**config.mk**
```make
export PLATFORM = sky130hd
export DESIGN_NAME = pcg_div
export DESIGN_NICKNAME = d
export VERILOG_FILES = /design/src/hdl/pcg_pkg.sv /design/src/hdl/pcg_div.sv
export SDC_FILE = /design/constraint.sdc
export NUM_CORES = 1
export LEC_CHECK = 0
export BUFFER_PORTS_ARGS = -buffer_cell sky130_fd_sc_hd__clkbuf_2
export CORE_AREA = 2 2 163 165
export CTS_BUF_LIST = sky130_fd_sc_hd__clkbuf_8
export CTS_CLUSTER_SIZE = 40
export DETAILED_ROUTE_END_ITERATION = 6
export DIE_AREA = 0 0 165 167
export PLACE_DENSITY = 0.73
export SYNTH_ARGS = -nofsm -noshare
export SYNTH_HDL_FRONTEND = slang
export SYNTH_SLANG_ARGS = --single-unit
export TNS_END_PERCENT = 5
```
**constraint.sdc**
```tcl
create_clock -name clk -period 7.6 [get_ports clk]
set_input_delay 0.76 -clock clk [delete_from_list [all_inputs] [get_ports clk]]
set_output_delay 0.76 -clock clk [all_outputs]
set_load 0.005 [all_outputs]
```
**src/hdl/pcg_pkg.sv**
```systemverilog
// Shared types, constants and functions of the PCG64 bounded random generator.
`default_nettype none
package pcg_pkg;

  typedef enum logic [2:0] {
    OP_RESEED   = 3'd0,
    OP_NEXT64   = 3'd1,
    OP_NEXT32   = 3'd2,
    OP_BOUNDED  = 3'd3,
    OP_FRACTION = 3'd4
  } op_t;

  typedef enum logic [1:0] {
    REG_SEED_STATE_HIGH  = 2'd0,
    REG_SEED_STATE_LOW   = 2'd1,
    REG_SEED_STREAM_HIGH = 2'd2,
    REG_SEED_STREAM_LOW  = 2'd3
  } reg_idx_t;

  typedef enum logic [2:0] {
    ST_IDLE, ST_ADV, ST_POST, ST_LMUL, ST_LCHK, ST_DIV, ST_DONE
  } fsm_t;

  typedef enum logic [2:0] {
    PH_RS1, PH_RS2, PH_D64, PH_D32, PH_LEM
  } phase_t;

  localparam logic [127:0] LCG_MULT = {64'd2549297995355413924, 64'd4865540595714422341};
  localparam logic [63:0]  MASK32   = 64'h0000_0000_ffff_ffff;
  localparam int unsigned  ROT_SHIFT = 58;
  localparam int unsigned  NUM_PARTIALS = 10;

  // Word indices of the partial products s[i]*m[j] with i+j < 4.
  function automatic logic [1:0] part_i(input logic [3:0] k);
    case (k)
      4'd0, 4'd1, 4'd3, 4'd6: part_i = 2'd0;
      4'd2, 4'd4, 4'd7:       part_i = 2'd1;
      4'd5, 4'd8:             part_i = 2'd2;
      default:                part_i = 2'd3;
    endcase
  endfunction

  function automatic logic [1:0] part_j(input logic [3:0] k);
    case (k)
      4'd0, 4'd2, 4'd5, 4'd9: part_j = 2'd0;
      4'd1, 4'd4, 4'd8:       part_j = 2'd1;
      4'd3, 4'd7:             part_j = 2'd2;
      default:                part_j = 2'd3;
    endcase
  endfunction

  // XSL-RR output permutation of a 128-bit state.
  function automatic logic [63:0] xsl_rr(input logic [127:0] s);
    logic [63:0]  x;
    logic [5:0]   rot;
    logic [127:0] dbl;
    x   = s[127:64] ^ s[63:0];
    rot = s[127:64+ROT_SHIFT];
    dbl = {x, x} >> rot;
    xsl_rr = dbl[63:0];
  endfunction

endpackage
`default_nettype wire

```
**src/hdl/pcg_div.sv**
```systemverilog
// Bit-serial restoring divider returning the 64-bit remainder.
`default_nettype none
module pcg_div
  import pcg_pkg::*;
(
  input  wire logic        clk,
  input  wire logic        rst,
  input  wire logic        start,
  input  wire logic [63:0] dividend,
  input  wire logic [63:0] divisor,
  output logic             busy,
  output logic             done,
  output logic [63:0]      rem
);

  logic [63:0] dq;
  logic [63:0] dv;
  logic [6:0]  cnt;
  logic [64:0] trial;

  // One quotient bit per cycle.
  assign trial = {rem, dq[63]};

  always_ff @(posedge clk) begin
    if (rst) begin
      busy <= 1'b0;
      done <= 1'b0;
      cnt  <= '0;
    end else begin
      done <= 1'b0;
      if (start) begin
        busy <= 1'b1;
        cnt  <= '0;
        dq   <= dividend;
        dv   <= divisor;
        rem  <= '0;
      end else if (busy) begin
        dq <= {dq[62:0], 1'b0};
        if (trial >= {1'b0, dv}) begin
          rem <= 64'(trial - {1'b0, dv});
        end else begin
          rem <= trial[63:0];
        end
        cnt <= cnt + 7'd1;
        if (cnt == 7'd63) begin
          busy <= 1'b0;
          done <= 1'b1;
        end
      end
    end
  end

endmodule
`default_nettype wire
```
After elaboration in Yosys (flattened, before gate mapping)
Index checks and enable logic that the tools add are counted.
{"block": "word_totals", "regBits": 201, "in_bits": 131, "output_inout_bits": 66}
{"block": "classes", "n_addsub": 2, "n_lt_le_gt_ge": 1, "eq_ne": 1, "n_mux": 8, "bitwise_logic": 2, "reduce_logical": 5}
{"op": "$mux W64", "count": 4}
{"op": "$ge A65 B64 Y1", "count": 1}
{"op": "$sub A64 B64 Y64", "count": 1}
{"op": "$add A7 B1 Y7 const B", "count": 1}
{"op": "$eq A7 B6 Y1 const B", "count": 1}
{"op": "$mux W1", "count": 4}
{"op": "$reduce_and A2 Y1", "count": 2}
{"op": "$reduce_or A3 Y1", "count": 1}
{"op": "$not A1 Y1", "count": 2}
{"op": "$reduce_bool A2 Y1", "count": 1}
{"op": "$reduce_or A2 Y1", "count": 1}

Longest topological paths before layout
{"block": "logic_depth", "ltp_word": 4, "depth_mapped": 17}

Worst setup path after synthesis
OpenSTA, ideal clock, no wires.
{"block": "synth_timing", "path_type": "input port to flip-flop", "start": "in start", "end": "reg busy", "setup_ps": 81, "arrival_ps": 6987, "required_time_ps": 7519, "setup_slack_ps": 532, "path_stages": 4, "path_cell_list": "clkbuf_1 -> nor2_1 -> nor2_1 -> o31a_1"}
{"block": "synth_between", "elab_chain_cells": 1}
{"element": "from (decl)", "line_no": "pcg_div.sv:8", "text": "input wire logic start,"}
{"element": "$mux W1", "line_no": "pcg_div.sv:31", "text": "if (start) begin"}
{"element": "to (signal assigned)", "line_no": "pcg_div.sv:26", "text": "busy <= 1'b0;"}
{"element": "to (signal assigned)", "line_no": "pcg_div.sv:32", "text": "busy <= 1'b1;"}
{"element": "to (signal assigned)", "line_no": "pcg_div.sv:46", "text": "busy <= 1'b0;"}
{"element": "to (decl)", "line_no": "pcg_div.sv:11", "text": "output logic busy,"}
Every way passes these cells.
A chain may end at the register's enable or synchronous reset.

Final worst setup path
{"block": "layout_timing", "start": "reg rem[27]", "end": "reg rem[63] (data pin)"}
{"block": "layout_between", "elab_chain_cells": 3, "elab_cells_between_ends": 4, "cone_classes": "add/sub (1); order compare (1); mux (2)"}
{"element": "from (decl)", "line_no": "pcg_div.sv:13", "text": "output logic [63:0] rem"}
{"element": "from (signal assigned)", "line_no": "pcg_div.sv:40", "text": "rem <= 64'(trial - {1'b0, dv});"}
{"element": "from (signal assigned)", "line_no": "pcg_div.sv:42", "text": "rem <= trial[63:0];"}
{"element": "$sub A64 B64 Y64 or $ge A65 B64 Y1 (tied branches)", "line_no": "pcg_div.sv:40, pcg_div.sv:39"}
{"element": "$mux W64 *", "line_no": "pcg_div.sv:39", "text": "if (trial >= {1'b0, dv}) begin"}
{"element": "$mux W64 *", "line_no": "pcg_div.sv:37", "text": "end else if (busy) begin"}
Mark *: on every way between the ends. The rest lies on a longest branch, timed or not. The select of a mux whose other input is x is not followed.

==> qor.yml <==
status: "complete, no violations"
final_common_cell: "clkbuf_2"
syn_area_um2: 11800
antenna_left: 0
worstSetupStartpointType: "flop"
synth-edff-count: 192
max_freq_mhz: 221
yosysTopAreaCellShare_pct: 49.0
cap_violations: 0
post_cts_buffers: 0
leakagePower_nw: 5.77
grt_antenna_before_repair: 1
ys.warnings.count: 0
skew_ns: 0.0232
vias: 9089
worstPathMaxFanout: 51
h-tree-depth: 2
track_usage_pct: 20.6
rsz0062_at_grt: "false"
highest_layer: "met4"
finish.net_count: 1497
maxSlewViolCount: 0
grt_pass1_wl_um: 45500
coreArea_um2: 25800
yosys_register_bits: 201
endpoint_kind: "flop"
cts_tree: "done"
power.density_nw_per_um2: 239
drt-total-wl_um: 28200
synthCells: 1118
synthesis.nets: 1315
crit_path_top_delay_cell: "or2_2"
grt_start_max_net_pins: 77
die_w_um: 165
cp_slowest_stage_delay_ns: 0.90
synth_ff_type: "edfxtp_1"
drive_above_1_share_pct: 24.7
place_area_um2: 12900
wl_met2_um: 13200
hp-class: "in2reg"
fin_tns_setup_ns: 0
numCtsBuffers: 37
clkSlewWorstSetupHoldPaths_ns: 0.06
insertion_delay_ns: 0.54
postSynthAreaPerCell_um2: 10.5
timing.final.hold_violations: 0
tightest_slew_ns: 1.09
path_cells: "ha_1 > a21oi_1 > o21ai_1 > a211oi_1 > nor3_1 > or3_1 > a21bo_4 > a41o_2 > a211oi_2 > or2_2 > nor4_1 > a311o_1"
syn2layout_area_growth_pct: 15.9
ys_seq_area_share_pct: 50.5
min_period_ns: 4.53
dr.pass1.iters: 7
viasPerCell: 5.48
cts_resized: 0
dieArea_um2: 27600
dp_hpwl_um: 20600
max_slew_margin_pct: 27.5
route.detailed.drc: 0
wl_per_cell_um: 17.0
cts_hold_buf: 0
final_cell_mix: "195 x clkbuf_2, 192 x edfxtp_1, 145 x nand2_1"
drt_iter0_drc: 606
nFillCells: 2321
ios: 197
start_util_pct: 45.7
worstPathRequired_ns: 7.88
crit_type: "reg2reg"
grt_pass1_vias: 9284
synth_top_area_cell: "edfxtp_1"
wl_met1_um: 11300
grt_overflow: 0
stdcell_area_um2: 13600
wl_met3_um: 2780
diodes: 0
worstPathArrival_ns: 4.81
peakVddDrop_uv: 159
cts-root-buf: "clkbuf_8"
io_buffers: 196
fin_crit_sh_pct: 59.7
setup_viol: 0
gp_congestion: 0.969
clk_path_buf_depth: 3
synthArstFlopShare_pct: 0
cp.buffers_inverters: 0
clock-sinks: 201
synthDistinctLibCells: 58
crit_family: "compound AO/OA/AOI/OAI gates"
std_cell_rows: 59
die_h_um: 167
synth_area_leaders: "edfxtp_1 49%, ha_1 6.9%, mux2_2 6.0%"
## flip-flops by register name, indices dropped and copies added (netlist names)
register	count
dv	64
busy	1
cnt	7
dq	64
done	1
rem	64
## path summary, 6_finish.rpt
check / from / to / slack, ns / depth (start not counted)
max reg2reg: rem[27] / rem[63] / 3.07 / 12
min: divisor[3] / dv[3] / 0.39 / 1
max: rem[27] / rem[63] / 3.07 / 12
min reg2reg: cnt[6] / cnt[6] / 0.49 / 2
## logic make-up after synthesis
| family | Yosys count | share of synthesized area, % |
|---|---|---|
| simple gates | 298 | 11.5 |
| compound gates | 285 | 15.1 |
| flops | 201 | 50.5 |
| buf+inv | 141 | 5.03 |
| fa+ha+maj | 66 | 7.08 |
| mux | 65 | 6.20 |
| xor+xnor | 62 | 4.62 |
## Yosys cell counts, drive strengths merged, types with 4 or more instances
cell / n
a31o: 4
edfxtp: 192
xor2: 25
a211oi: 25
o41ai: 4
and3: 6
nand2: 145
nor3: 11
inv: 83
dfxtp: 9
nand3: 14
a311oi: 4
clkbuf: 34
a21oi: 121
a21o: 30
mux2: 63
o21bai: 8
nor4: 7
buf: 24
or3: 4
nor2: 59
a211o: 6
ha: 65
nor2b: 9
a21boi: 7
or2: 4
xnor2: 37
nand4: 26
o21a: 5
o21ai: 43
a31oi: 9
## layout make-up
type	instances	area, um^2	share of cell area (%)
clock buffers	38	523	3.84
clock inverters	26	168	1.23
inverters	83	312	2.28
multi-input cells	776	5250	38.5
flip-flops and latches	201	5950	43.6
well taps	335	419	3.07
repair buffers	201	1020	7.49
## metal layers
metal  global-route usage [%]  vias to the layer above
met2                     33.6                      312
met5                        0                        -
met3                     7.65                       72
li1                         -                     4428
met1                     24.7                     4277
met4                     7.60                        0
## stage by stage
step                      std cells  power (mW)  hold WS (ns)  util [%]  worst slack, ns
after floorplan                1118        2.06         0.453         -            0.532
after global placement         1596        2.27         0.465      50.3             3.25
after detailed placement       1596        2.29         0.484      50.3             3.12
after CTS                      1660        3.30         0.365      52.9             3.10
after global routing           1660        3.46         0.367      52.9             2.80
final                          1660        3.26         0.392      52.9             3.07
## where the power goes
part           leakage [nW]  switching [mW]  total, mW  internal [mW]
clock network         0.386           0.453      0.988          0.535
registers              1.91          0.0473       1.38           1.34
logic                  3.48           0.531      0.891          0.361
total                  5.77            1.03       3.26           2.23
No activity file was read; power rests on OpenSTA's default activity.
